==> src/rtl/jsm_pkg.sv <==
// Package: shared types and constants of the jump segmenter with mean.
`timescale 1ns / 1ps
package jsm_pkg;

	localparam int unsigned LEVEL_W = 16;
	localparam int unsigned VALUE_W = 16;
	localparam int unsigned LEN_W   = 16;
	localparam int unsigned SUM_W   = 32;
	localparam int unsigned THR_W   = 16;
	localparam int unsigned DIV_STEPS = 16;
	localparam int unsigned DIV_CNT_W = 4;

	localparam logic [LEN_W-1:0] MAX_SEG_LEN   = 16'hFFFF;
	localparam logic [THR_W-1:0] THR_RESET     = 16'd128;

	typedef struct packed {
		logic load_item;
		logic start_div;
		logic div_final;
		logic add_item;
		logic load_out;
	} jsm_cmd_t;

	typedef struct packed {
		logic jump_before;
		logic jump_after;
		logic item_last;
		logic div_busy;
		logic out_free;
	} jsm_status_t;

endpackage

==> src/rtl/jsm_ctrl.sv <==
// Controller: sequences one beat through close-before, accumulate and close-after.
`timescale 1ns / 1ps
module jsm_ctrl (
	input  logic               clk,
	input  logic               arst_n,
	input  logic               in_valid,
	output logic               in_ready,
	input  jsm_pkg::jsm_status_t status,
	output jsm_pkg::jsm_cmd_t    cmd
);
	import jsm_pkg::*;

	localparam logic [2:0] S_IDLE = 3'd0;
	localparam logic [2:0] S_EVAL = 3'd1;
	localparam logic [2:0] S_DIV1 = 3'd2;
	localparam logic [2:0] S_OUT1 = 3'd3;
	localparam logic [2:0] S_ADD  = 3'd4;
	localparam logic [2:0] S_POST = 3'd5;
	localparam logic [2:0] S_DIV2 = 3'd6;
	localparam logic [2:0] S_OUT2 = 3'd7;

	logic [2:0] state_q;
	logic [2:0] state_d;

	assign in_ready = (state_q == S_IDLE);

	always_comb begin
		state_d = state_q;
		cmd = '0;
		case (state_q)
			S_IDLE: begin
				if (in_valid) begin
					cmd.load_item = 1'b1;
					state_d = S_EVAL;
				end
			end
			S_EVAL: begin
				if (status.jump_before) begin
					cmd.start_div = 1'b1;
					cmd.div_final = 1'b0;
					state_d = S_DIV1;
				end else begin
					state_d = S_ADD;
				end
			end
			S_DIV1: begin
				if (!status.div_busy) state_d = S_OUT1;
			end
			S_OUT1: begin
				if (status.out_free) begin
					cmd.load_out = 1'b1;
					state_d = S_ADD;
				end
			end
			S_ADD: begin
				cmd.add_item = 1'b1;
				state_d = S_POST;
			end
			S_POST: begin
				if (status.jump_after || status.item_last) begin
					cmd.start_div = 1'b1;
					cmd.div_final = status.item_last;
					state_d = S_DIV2;
				end else begin
					state_d = S_IDLE;
				end
			end
			S_DIV2: begin
				if (!status.div_busy) state_d = S_OUT2;
			end
			S_OUT2: begin
				if (status.out_free) begin
					cmd.load_out = 1'b1;
					state_d = S_IDLE;
				end
			end
			default: state_d = S_IDLE;
		endcase
	end

	always_ff @(posedge clk or negedge arst_n) begin
		if (!arst_n) begin
			state_q <= S_IDLE;
		end else begin
			state_q <= state_d;
		end
	end

	a_load_out_when_idle_div: assert property (@(posedge clk) disable iff (!arst_n)
		cmd.load_out |-> !status.div_busy)
		else $error("result loaded while divider busy");

	a_start_div_idle: assert property (@(posedge clk) disable iff (!arst_n)
		cmd.start_div |-> !status.div_busy)
		else $error("divider restarted while busy");

	a_close_after_follows_add: assert property (@(posedge clk) disable iff (!arst_n)
		(state_q == S_POST) |-> $past(cmd.add_item))
		else $error("close-after check without accumulate");

endmodule

==> src/rtl/jsm_dp.sv <==
// Datapath: sequence state, segment accumulator, serial divider and result register.
`timescale 1ns / 1ps
module jsm_dp (
	input  logic                           clk,
	input  logic                           arst_n,
	input  logic                           cfg_valid,
	input  logic [jsm_pkg::THR_W-1:0]      cfg_data,
	input  logic signed [jsm_pkg::LEVEL_W-1:0] level,
	input  logic [jsm_pkg::VALUE_W-1:0]    sample_value,
	input  logic                           stream_end,
	input  logic                           out_ready,
	output logic                           out_valid,
	output logic [jsm_pkg::LEN_W-1:0]      segment_length,
	output logic [jsm_pkg::VALUE_W-1:0]    segment_mean,
	output logic                           final_segment,
	input  jsm_pkg::jsm_cmd_t              cmd,
	output jsm_pkg::jsm_status_t           status
);
	import jsm_pkg::*;

	logic [THR_W-1:0]          thr_q;
	logic signed [LEVEL_W-1:0] prev_q;
	logic [SUM_W-1:0]          sum_q;
	logic [LEN_W-1:0]          len_q;
	logic                      seen_q;
	logic                      cap_q;

	logic signed [LEVEL_W-1:0] lv_q;
	logic [VALUE_W-1:0]        val_q;
	logic                      last_q;
	logic                      before_q;
	logic                      after_q;

	logic signed [LEVEL_W:0]   diff;
	logic [LEVEL_W:0]          adiff;
	logic                      jump;

	logic                      busy_q;
	logic [DIV_CNT_W-1:0]      cnt_q;
	logic [LEN_W-1:0]          rem_q;
	logic [VALUE_W-1:0]        quo_q;
	logic [LEN_W-1:0]          dvs_q;
	logic                      zlen_q;
	logic                      fin_q;
	logic [LEN_W:0]            trial;
	logic                      qbit;

	logic                      out_valid_q;
	logic [LEN_W-1:0]          out_len_q;
	logic [VALUE_W-1:0]        out_mean_q;
	logic                      out_fin_q;

	// jump test on the incoming beat against the stored sequence state
	assign diff  = {prev_q[LEVEL_W-1], prev_q} - {level[LEVEL_W-1], level};
	assign adiff = diff[LEVEL_W] ? (LEVEL_W+1)'(0) - diff : diff;
	assign jump  = (prev_q != '0) && (level != '0) && (adiff > {1'b0, thr_q});

	always_ff @(posedge clk or negedge arst_n) begin
		if (!arst_n) begin
			thr_q <= THR_RESET;
		end else if (cfg_valid) begin
			thr_q <= cfg_data;
		end
	end

	always_ff @(posedge clk) begin
		if (cmd.load_item) begin
			lv_q     <= level;
			val_q    <= sample_value;
			last_q   <= stream_end;
			before_q <= jump && !seen_q;
			after_q  <= jump && seen_q && !cap_q;
		end
	end

	always_ff @(posedge clk or negedge arst_n) begin
		if (!arst_n) begin
			prev_q <= '0;
			sum_q  <= '0;
			len_q  <= '0;
			seen_q <= 1'b0;
			cap_q  <= 1'b0;
		end else begin
			if (cmd.start_div) begin
				sum_q <= '0;
				len_q <= '0;
			end else if (cmd.add_item && (len_q < MAX_SEG_LEN)) begin
				sum_q <= sum_q + SUM_W'(val_q);
				len_q <= len_q + 1'b1;
			end
			if (cmd.add_item) begin
				if (last_q) begin
					prev_q <= '0;
					seen_q <= 1'b0;
					cap_q  <= 1'b0;
				end else begin
					prev_q <= lv_q;
					seen_q <= seen_q | before_q | after_q;
					cap_q  <= after_q;
				end
			end
		end
	end

	// restoring divider, one quotient bit per cycle; sum < len * 2^16 keeps it to 16 steps
	assign trial = {rem_q, quo_q[VALUE_W-1]};
	assign qbit  = (trial >= {1'b0, dvs_q});

	always_ff @(posedge clk or negedge arst_n) begin
		if (!arst_n) begin
			busy_q <= 1'b0;
			cnt_q  <= '0;
		end else if (cmd.start_div) begin
			busy_q <= 1'b1;
			cnt_q  <= DIV_CNT_W'(DIV_STEPS - 1);
		end else if (busy_q) begin
			cnt_q <= cnt_q - 1'b1;
			if (cnt_q == '0) busy_q <= 1'b0;
		end
	end

	always_ff @(posedge clk) begin
		if (cmd.start_div) begin
			rem_q  <= sum_q[SUM_W-1:VALUE_W];
			quo_q  <= sum_q[VALUE_W-1:0];
			dvs_q  <= len_q;
			zlen_q <= (len_q == '0);
			fin_q  <= cmd.div_final;
		end else if (busy_q) begin
			rem_q <= qbit ? LEN_W'(trial - {1'b0, dvs_q}) : trial[LEN_W-1:0];
			quo_q <= {quo_q[VALUE_W-2:0], qbit};
		end
	end

	always_ff @(posedge clk or negedge arst_n) begin
		if (!arst_n) begin
			out_valid_q <= 1'b0;
		end else if (cmd.load_out) begin
			out_valid_q <= 1'b1;
		end else if (out_ready) begin
			out_valid_q <= 1'b0;
		end
	end

	always_ff @(posedge clk) begin
		if (cmd.load_out) begin
			out_len_q  <= dvs_q;
			out_mean_q <= zlen_q ? '0 : quo_q;
			out_fin_q  <= fin_q;
		end
	end

	assign out_valid      = out_valid_q;
	assign segment_length = out_len_q;
	assign segment_mean   = out_mean_q;
	assign final_segment  = out_fin_q;

	assign status.jump_before = before_q;
	assign status.jump_after  = after_q;
	assign status.item_last   = last_q;
	assign status.div_busy    = busy_q;
	assign status.out_free    = !out_valid_q || out_ready;

	a_len_saturates: assert property (@(posedge clk) disable iff (!arst_n)
		(cmd.add_item && !cmd.start_div && (len_q == MAX_SEG_LEN)) |=> (len_q == MAX_SEG_LEN))
		else $error("segment length wrapped");

	a_rem_below_divisor: assert property (@(posedge clk) disable iff (!arst_n)
		(busy_q && !zlen_q) |-> (rem_q < dvs_q))
		else $error("divider remainder out of range");

	a_no_load_over_full: assert property (@(posedge clk) disable iff (!arst_n)
		(cmd.load_out && out_valid_q) |-> out_ready)
		else $error("result register overwritten");

endmodule

==> src/rtl/jump_segmenter_with_mean_core.sv <==
// Top level: jump segmenter with per-segment truncated mean.
//
// Input channel (in_valid/in_ready) takes one beat of level (signed Q8.8),
// sample_value (unsigned Q4.12) and stream_end. Each beat yields zero, one or
// two result beats on the output channel (out_valid/out_ready): segment_length,
// segment_mean (Q4.12, truncated) and final_segment.
// Configuration channel (cfg_valid/cfg_ready) writes jump_threshold; it is
// always ready and must only be used while the block is idle.
// One input beat is taken at a time. Each close runs the 16-step bit-serial
// divider and then one result load before the next input beat is accepted.
// A result waits in the output register while the next beat is accepted; a
// receiver stall holds the controller only when a second result is ready.
// Reset clears the sequence state and restores the threshold to 0.5 (128).
`timescale 1ns / 1ps
module jump_segmenter_with_mean_core (
	input  logic                               clk,
	input  logic                               arst_n,
	input  logic                               cfg_valid,
	output logic                               cfg_ready,
	input  logic [jsm_pkg::THR_W-1:0]          cfg_data,
	input  logic                               in_valid,
	output logic                               in_ready,
	input  logic signed [jsm_pkg::LEVEL_W-1:0] level,
	input  logic [jsm_pkg::VALUE_W-1:0]        sample_value,
	input  logic                               stream_end,
	output logic                               out_valid,
	input  logic                               out_ready,
	output logic [jsm_pkg::LEN_W-1:0]          segment_length,
	output logic [jsm_pkg::VALUE_W-1:0]        segment_mean,
	output logic                               final_segment
);
	import jsm_pkg::*;

	jsm_cmd_t    cmd;
	jsm_status_t status;

	assign cfg_ready = 1'b1;

	jsm_ctrl u_ctrl (
		.clk      (clk),
		.arst_n   (arst_n),
		.in_valid (in_valid),
		.in_ready (in_ready),
		.status   (status),
		.cmd      (cmd)
	);

	jsm_dp u_dp (
		.clk            (clk),
		.arst_n         (arst_n),
		.cfg_valid      (cfg_valid),
		.cfg_data       (cfg_data),
		.level          (level),
		.sample_value   (sample_value),
		.stream_end     (stream_end),
		.out_ready      (out_ready),
		.out_valid      (out_valid),
		.segment_length (segment_length),
		.segment_mean   (segment_mean),
		.final_segment  (final_segment),
		.cmd            (cmd),
		.status         (status)
	);

endmodule
==> config.mk <==
export PLATFORM = sky130hd
export DESIGN_NAME = jump_segmenter_with_mean_core
export DESIGN_NICKNAME = d
export VERILOG_FILES = /design/src/rtl/jsm_pkg.sv /design/src/rtl/jsm_ctrl.sv /design/src/rtl/jsm_dp.sv /design/src/rtl/jump_segmenter_with_mean_core.sv
export SDC_FILE = /design/constraint.sdc
export NUM_CORES = 1
export LEC_CHECK = 0
export BUFFER_PORTS_ARGS = -buffer_cell sky130_fd_sc_hd__buf_2
export CORE_MARGIN = 5
export CORE_UTILIZATION = 60
export CTS_CLUSTER_DIAMETER = 150
export CTS_CLUSTER_SIZE = 28
export DETAILED_ROUTE_END_ITERATION = 6
export PLACE_DENSITY = 0.85
export SYNTH_ARGS = -nofsm -noshare
export SYNTH_HDL_FRONTEND = slang
export SYNTH_SLANG_ARGS = --single-unit
==> constraint.sdc <==
create_clock -name clk -period 11.1 [get_ports clk]
set_input_delay 2.775 -clock clk [delete_from_list [all_inputs] [get_ports clk]]
set_output_delay 2.775 -clock clk [all_outputs]
set_load 0.005 [all_outputs]
Word-level counts from Yosys, hierarchy flattened:

Cells that the tools add are included.

* output and inout port bits: 36
* input bits: 54
* flip-flop bits (word level): 209

* muxes and demuxes: 36
* add/sub/neg operators: 6
* equal/unequal tests: 12
* $lt $le $gt $ge: 3
* bitwise logic cells: 2
* reduce and logical (&&, ||, !) cells: 21

Operators by type and width (count)
* $mux W16: 8
* $mux W32: 2
* $add A32 B16 Y32: 1
* $reduce_bool A16 Y1: 2
* $pmux W3 S8: 1
* $mux W3: 7
* $ge A17 B16 Y1: 1
* $gt A17 B16 Y1: 1
* $mux W17: 1
* $sub A1 B17 Y17 const A: 1
* $sub A16 B16 Y17: 1
* $add A16 B1 Y16 const B: 1
* $logic_not A16 Y1: 1
* $lt A16 B16 Y1 const B: 1
* $sub A16 B16 Y16: 1
* $eq A3 B3 Y1 const B: 4
* $mux W1: 12
* $ne A2 B2 Y1 const B: 5
* $mux W4: 2
* $eq A3 B2 Y1 const B: 2
* $logic_and A1 B1 Y1: 6
* $reduce_bool A2 Y1: 3
* $reduce_and A5 Y1: 1
* $logic_not A4 Y1: 1
* other kinds (9): 14

Depth between registers and ports, before layout:

Gate-level depths: netlist of the first run.

* depth after elaboration: 7
* mapped depth: 21
* gate-level depth less buffers: 20

By module:

Synthesis of the first run repeated with hierarchy kept, for this count alone.

* cells, all modules: 1091
* area total of the unflattened synthesis: 11418.5 um2

Modules (own cells, without submodules)
* jsm_dp: cells an instance 1065, seq. area each 5746.8 um2, area each 11202.0 um2, times used 1
* jsm_ctrl: cells an instance 24, seq. area each 75.1 um2, area each 205.2 um2, times used 1
* jump_segmenter_with_mean_core: cells an instance 2, seq. area each 0.0 um2, area each 11.3 um2, times used 1

Worst setup path after synthesis of the first run:

Ideal clock, no wire load.

* path kind: input -> register
* from: in level[0] in the netlist's numbering
* to: reg u_dp.after_q, data pin
* library setup time: 256 ps
* buffers on the path: 0
* stages: 17
* data arrival time: 6399 ps
* slack: 4445 ps
* required time: 10844 ps
* cells stage by stage: ha_1 > fa_1 > nand2b_1 > a211oi_1 > o21ai_0 > a311o_1 > nor3_1 > a31oi_1 > xnor2_1 > ha_1 > nand2_1 > nor3_1 > nand3_1 > or4_1 > o221ai_1 > nor2b_1 > a41o_1

* word-level cells in the longest chain between the ends: 7
* elaborated cells on any way between the ends: 9
* those cells by class: add/sub: 2; order compare: 1; mux: 1; reduce/logical: 5

RTL lines
* start: declaration: line jump_segmenter_with_mean_core.sv:23 `input logic signed [jsm_pkg::LEVEL_W-1:0] level,`
* $sub A16 B16 Y17: line jsm_dp.sv:54 `assign diff = {prev_q[LEVEL_W-1], prev_q} - {level[LEVEL_W-1], level};`
* $sub A1 B17 Y17: line jsm_dp.sv:55 `assign adiff = diff[LEVEL_W] ? (LEVEL_W+1)'(0) - diff : diff;`
* $mux W17: line jsm_dp.sv:55
* $gt A17 B16 Y1: line jsm_dp.sv:56 `assign jump = (prev_q != '0) && (level != '0) && (adiff > {1'b0, thr_q});`
* $logic_and A1 B1 Y1 (*): line jsm_dp.sv:56
* $logic_and A1 B1 Y1 (*) (2 in series): line jsm_dp.sv:72 `after_q <= jump && seen_q && !cap_q;`
* end signal: assignment: line jsm_dp.sv:72
* end: declaration: line jsm_dp.sv:32 `logic after_q;`

Every way passes the cells marked *; elsewhere a longest branch is shown, timed or not.
A chain may end at the register's enable or synchronous reset.

Worst setup path after layout of the first run:

* from: in level[8] in the netlist's numbering
* to: reg u_dp.after_q, data pin

The elaborated chain is that of the path after synthesis.

==> results of run 1 <==
==> cell type report <==
type                       instances  area share [%]
sequential                       209            46.4
clock inverter                     1           0.130
inverter                          74            2.21
tap                              260            2.59
multi-input combinational        820            42.5
clock buffer                      16            2.34
timing repair buffer              94            3.89
==> power by group through the flow <==
stage                     clock (mW)  combinational (mW)  sequential (mW)
after CTS                      0.438                1.98             1.28
after global routing           0.470                2.24             1.31
after floorplan                    0                1.57             1.23
final                          0.432                1.98             1.28
after global placement             0                1.89             1.29
after detailed placement           0                1.96             1.30
==> final timing paths <==
kind                                             from                           end  slack [ns]  cells after the start
setup reg to reg           u_dp.prev_q[8]$_DFFE_PN0P_        u_dp.after_q$_DFFE_PP_        6.25                     17
hold reg to reg                  u_dp.fin_q$_DFFE_PP_  u_dp.final_segment$_DFFE_PP_        0.43                      0
setup / recovery                             level[8]        u_dp.after_q$_DFFE_PP_        4.20                     19
max in group asynchronous                      arst_n     u_dp.len_q[7]$_DFFE_PN0P_        7.73                      2
min in group asynchronous                      arst_n    u_dp.prev_q[7]$_DFFE_PN0P_        2.19                      1
hold / removal                   u_dp.fin_q$_DFFE_PP_  u_dp.final_segment$_DFFE_PP_        0.43                      0
==> registers in the layout (all words and copies together) (netlist names), 3 cells and up <==
register and flops:
u_dp.lv_q 16, u_dp.val_q 16, u_ctrl.state_q 3, u_dp.rem_q 16, u_dp.thr_q 16, u_dp.sum_q 32
u_dp.segment_mean 16, u_dp.dvs_q 16, u_dp.prev_q 16, u_dp.segment_length 16, u_dp.quo_q 16, u_dp.len_q 16
u_dp.cnt_q 4
==> metal layers <==
metal  track usage, %  wire length, microns
met5                0                     0
met4             5.22                   543
met3             2.25                  1190
met2             37.2                 11800
met1             29.5                 10400
==> critical path: cells and delay by family <==
family                     cells  cell delay [ns]
AOI/OAI and AO/OA              9             2.36
and+or+nand+nor                5             0.98
adders and majority gates      2             0.65
xor gates and xnor gates       1             0.19
buffers and inverters          2             0.16
==> metrics by stage <==
stage / utilization (%) / setup WS (ns) / hold WS [ns]
6_report: 66.7 / 4.20 / 0.427
3_5_place_dp: 65.0 / 3.74 / 0.405
5_1_grt: 66.7 / 3.79 / 0.438
2_1_floorplan: - / 4.45 / 0.400
3_3_place_gp: 65.0 / 3.87 / 0.404
4_1_cts: 66.7 / 4.24 / 0.432
==> cell usage after synthesis (31+ instances only) <==
| master | count |
|---|---|
| dfrtp_1 | 90 |
| nand3_1 | 37 |
| a21oi_1 | 65 |
| xnor2_1 | 33 |
| o21ai_0 | 76 |
| edfxtp_1 | 118 |
| nor2_1 | 81 |
| nand2b_1 | 31 |
| ha_1 | 68 |
| inv_1 | 73 |
| xor2_1 | 31 |
| nand2_1 | 149 |
==> cells by family (layout without fill, tap and decap cells) <==
family	count (synthesis)	in the layout	share of synthesized area [%]
XOR/XNOR	65	65	4.98
adder cells (fa/ha/maj)	71	71	7.87
AO/OA/AOI/OAI	238	238	13.2
multiplexers	24	24	2.12
AND/OR/NAND/NOR	421	421	17.9
buffers and inverters	110	185	3.68
flip-flops	209	209	50.3
other	1	1	0.0324
==> metrics.cfg, run 1 <==
[floorplanning]
die_area_sq_mm = 0.0222
initial_utilization_pct = 61.5
die_w_microns = 149
io_pins = 90
rows = 50
die_y_microns = 149
core_area_sq_mm = 0.0188

[run]
cap_violations = 0

[final_layout]
layout_common_cells = nand2_1, edfxtp_1, dfrtp_1, buf_2, nor2_1
diodes = 0
ff_latch_area_sq_mm = 0.00582
fillCellCount = 1458
layout.nets = 1335
syn_to_final_growth_pct = 8.43
layout-drive-gt1-share_pct = 11.5
multi_input_area_sq_mm = 0.00533
fin_area_sq_mm = 0.0126
final_common_cell = nand2_1
layoutNonFillerInstCount = 1474

[detailed_routing]
vias = 8502
ant_nets = 0
route.detailed.drc = 0
routed_wl_mm = 23.9
drt_iter0_markers = 729
dr.pass1.iters = 5
viasPerCell = 5.77
drt-wirelength-per-cell_microns = 16.2

[cts]
cts-root-buf = clkbuf_16
cts_setup_buffers = 0
cts.hold.buffers_added = 0
cts-htree-levels = 1
cts_sinks = 209
clkTransAtPathRegs_ns = 0.11
insertion_delay_ns = 0.46
cts_resized = 0
max-clock-path-buffers = 3
cts-buffers-inserted = 11
cts_tree = yes

[synthesis]
synth-seq-area-share_pct = 50.3
syn-num-nets = 1264
synth_edf_count = 118
async_reset_ff_share_pct = 43.5
yosys_warnings = 0
synthCells = 1139
synth_top_area_share_pct = 30.6
synth.area.top_cells = edfxtp_1, dfrtp_1, ha_1
synth_seq_cells = 209
yosysTopAreaCell = edfxtp_1
netlist_area_sq_mm = 0.0116
synth_cell_type_count = 77
postSynthAreaPerCell_sq_um = 10.2
synth_top_flop_cell = edfxtp_1

[critical_path]
crit_fanout = 11
worstPathRequired_ns = 11.33
cp_slowest_cell = a31oi_1
endpoint_kind = flip-flop
crit_type = in2reg
start_kind = input port
path_cells = buf_2, inv_1, ha_1, a21oi_1, o21bai_1, a211oi_1, a211oi_1, a211o_1, a31oi_1, o21ai_0, xnor2_1, ha_1, nand2_1, nor3_1, nand3_1, or4_1, o221ai_1, nor2b_1, a41o_1
slowest_delay_ns = 0.73
arrival_ns = 7.13

[pwr]
power_leakage_nw = 5.45
finalPower_mw = 3.69
power.density_mw_per_mm2 = 294
irDropWorstVdd_mv = 0.173
internal_power_mw = 2.13
seqPwrFrac_pct = 34.7
clkPwrFrac_pct = 11.7
power_frac_comb_pct = 53.5
swShare_pct = 42.2
p_switching_mw = 1.56

[placed_design]
dp_cells = 1457
io_buffer_count = 88
dpl_cell_area_sq_mm = 0.0122
gp_congestion = 0.870
hpwl_mm = 17.5

[sta]
fin_setup_tns_ns = 0
slew_viol_final = 0
relSlewSlack_pct = 26.6
setup_viol = 0
rsz0062_at_grt = no
worst-slew-pin-transition_ns = 1.10
post-route-min-period_ns = 6.90
maxClockFrequency_mhz = 145
min_period_over_period_pct = 62.1
final_hold_viol_count = 0
skew_ns = 0.0173

[global_route]
grt_max_degree = 88
grt_use_total_pct = 21.5
grt_antenna_before_repair = 0
grt_overflow = 0
grt_pass1_wl_mm = 39.5
grt_pass1_vias = 8128

[run_status]
outcome = finished clean

[worst_hold_path]
hp-class = reg2reg

(Power assumes the default switching activity.)
==> inputs of run 2 (changes only) <==
--- a/config.mk
+++ b/config.mk
@@ -7,11 +7,11 @@
 export LEC_CHECK = 0
 export BUFFER_PORTS_ARGS = -buffer_cell sky130_fd_sc_hd__buf_2
 export CORE_MARGIN = 5
-export CORE_UTILIZATION = 60
+export CORE_UTILIZATION = 55
 export CTS_CLUSTER_DIAMETER = 150
 export CTS_CLUSTER_SIZE = 28
 export DETAILED_ROUTE_END_ITERATION = 6
-export PLACE_DENSITY = 0.85
+export PLACE_DENSITY = 0.82
 export SYNTH_ARGS = -nofsm -noshare
 export SYNTH_HDL_FRONTEND = slang
 export SYNTH_SLANG_ARGS = --single-unit
==> constraint.sdc (replaced) <==
create_clock -name clk -period 6.1 [get_ports clk]
set_input_delay 1.525 -clock clk [delete_from_list [all_inputs] [get_ports clk]]
set_output_delay 1.525 -clock clk [all_outputs]
set_load 0.005 [all_outputs]
==> metrics.cfg, run 2 (synthesis results as in run 1) <==
[cts]
insertion_delay_ns = 0.47
cts_resized = 0
cts-buffers-inserted = 11
cts_setup_buffers = 0
cts_tree = yes
clkTransAtPathRegs_ns = 0.11
cts.hold.buffers_added = 0
max-clock-path-buffers = 3
cts-root-buf = clkbuf_16
cts_sinks = 209
cts-htree-levels = 1

[sta]
rsz0062_at_grt = no
setup_viol = 0
skew_ns = 0.0211
worst-slew-pin-transition_ns = 0.853
fin_setup_tns_ns = 0
maxClockFrequency_mhz = 184
worst_slack_ns = 0.651
final_hold_viol_count = 0
min_period_over_period_pct = 89.3
post-route-min-period_ns = 5.45
slew_viol_final = 0
relSlewSlack_pct = 43.0

[detailed_routing]
dr.pass1.iters = 5
viasPerCell = 5.77
ant_nets = 0
vias = 8604
routed_wl_mm = 23.9
wl_met1_mm = 10.4
dr.max_layer_used = met4
drt-wirelength-per-cell_microns = 16.0
wl_met3_mm = 1.44
drt_iter0_markers = 598
route.detailed.drc = 0
met2_length_mm = 11.5

[critical_path]
start_kind = input port
crit_fanout = 4
arrival_ns = 5.68
worstPathRequired_ns = 6.33
cp_slowest_cell = or4_1
path_cells = buf_2, ha_1, fa_1, nand2b_1, a211oi_1, o21ai_0, a311o_1, nor3_1, a31oi_1, xnor2_1, ha_1, nand2_1, nor3_1, nand3_1, or4_1, o221ai_1, nor2b_1, a41o_1
crit_type = in2reg
endpoint_kind = flip-flop
slowest_delay_ns = 0.53

[global_route]
grt_overflow = 0
grt_max_degree = 68
grt_antenna_before_repair = 0
grt_pass1_wl_mm = 39.9
grt_use_total_pct = 19.9
grt_pass1_vias = 8111

[floorplanning]
die_y_microns = 155
initial_utilization_pct = 55.4
rows = 53
io_pins = 90
core_area_sq_mm = 0.0209
die_w_microns = 155
die_area_sq_mm = 0.0241

[final_layout]
layout-drive-gt1-share_pct = 11.7
regMostFlops = u_dp.sum_q
layout_common_cells = nand2_1, edfxtp_1, dfrtp_1, buf_2, nor2_1
diodes = 0
final_common_cell = nand2_1
final_util_pct = 60.3
layout.nets = 1337
syn_to_final_growth_pct = 8.72
largest_reg_flops = 32

[placed_design]
io_buffer_count = 88
hpwl_mm = 17.5
dp_slack_ns = 0.188
gp_congestion = 0.909

[pwr]
irDropWorstVdd_mv = 0.367
power.density_mw_per_mm2 = 535
power_leakage_nw = 5.46
finalPower_mw = 6.73

[run]
cap_violations = 0

[run_status]
outcome = finished clean

[worst_hold_path]
hp-class = reg2reg

==> run 2: path summary, 6_finish.rpt <==
kind / slack, ns / endpoint / cells past startpoint / startpoint
hold / removal: 0.43 / u_dp.final_segment$_DFFE_PP_ / 0 / u_dp.fin_q$_DFFE_PP_
max in group asynchronous: 3.94 / u_dp.thr_q[8]$_DFFE_PN0P_ / 2 / arst_n
min in group asynchronous: 1.03 / u_dp.sum_q[5]$_DFFE_PN0P_ / 1 / arst_n
setup reg to reg: 1.42 / u_dp.after_q$_DFFE_PP_ / 18 / u_dp.prev_q[0]$_DFFE_PN0P_
hold reg to reg: 0.43 / u_dp.final_segment$_DFFE_PP_ / 0 / u_dp.fin_q$_DFFE_PP_
setup / recovery: 0.65 / u_dp.after_q$_DFFE_PP_ / 18 / level[0]
==> run 2: layer usage <==
metal,GRT usage (%),vias to the layer above
li1,-,4192
met2,33.4,296
met4,5.21,0
met1,27.6,4079
met5,0,-
met3,2.25,37
==> run 2: report_power, final <==
group	switching [mW]	internal (mW)
Clock	0.439	0.347
Combinational	2.12	1.50
Sequential	0.287	2.04
==> run 2: cell type report <==
type | instances | area, sq um
flip-flops and latches | 209 | 5820
inverters | 74 | 278
well taps | 275 | 344
fillers | 1742 | 8300
clock buffers | 16 | 294
clock inverters | 1 | 16.3
repair buffers | 96 | 503
multi-input cells | 820 | 5330
==> run 2: worst max-delay path, delay by kind of cell <==
kind | cells | cell delay, ns
compound gates | 6 | 1.44
buf+inv | 1 | 0.11
fa+ha+maj | 3 | 0.92
simple gates | 7 | 1.52
xor+xnor | 1 | 0.15
==> run 2: stage by stage <==
step / area [sq um] / hold slack, ns / cells
global placement: 12300 / 0.407 / 1474
finish: 12600 / 0.435 / 1491
floorplan: 11600 / 0.400 / 1139
global route: 12600 / 0.444 / 1491
CTS: 12600 / 0.434 / 1491
detailed placement: 12300 / 0.406 / 1474
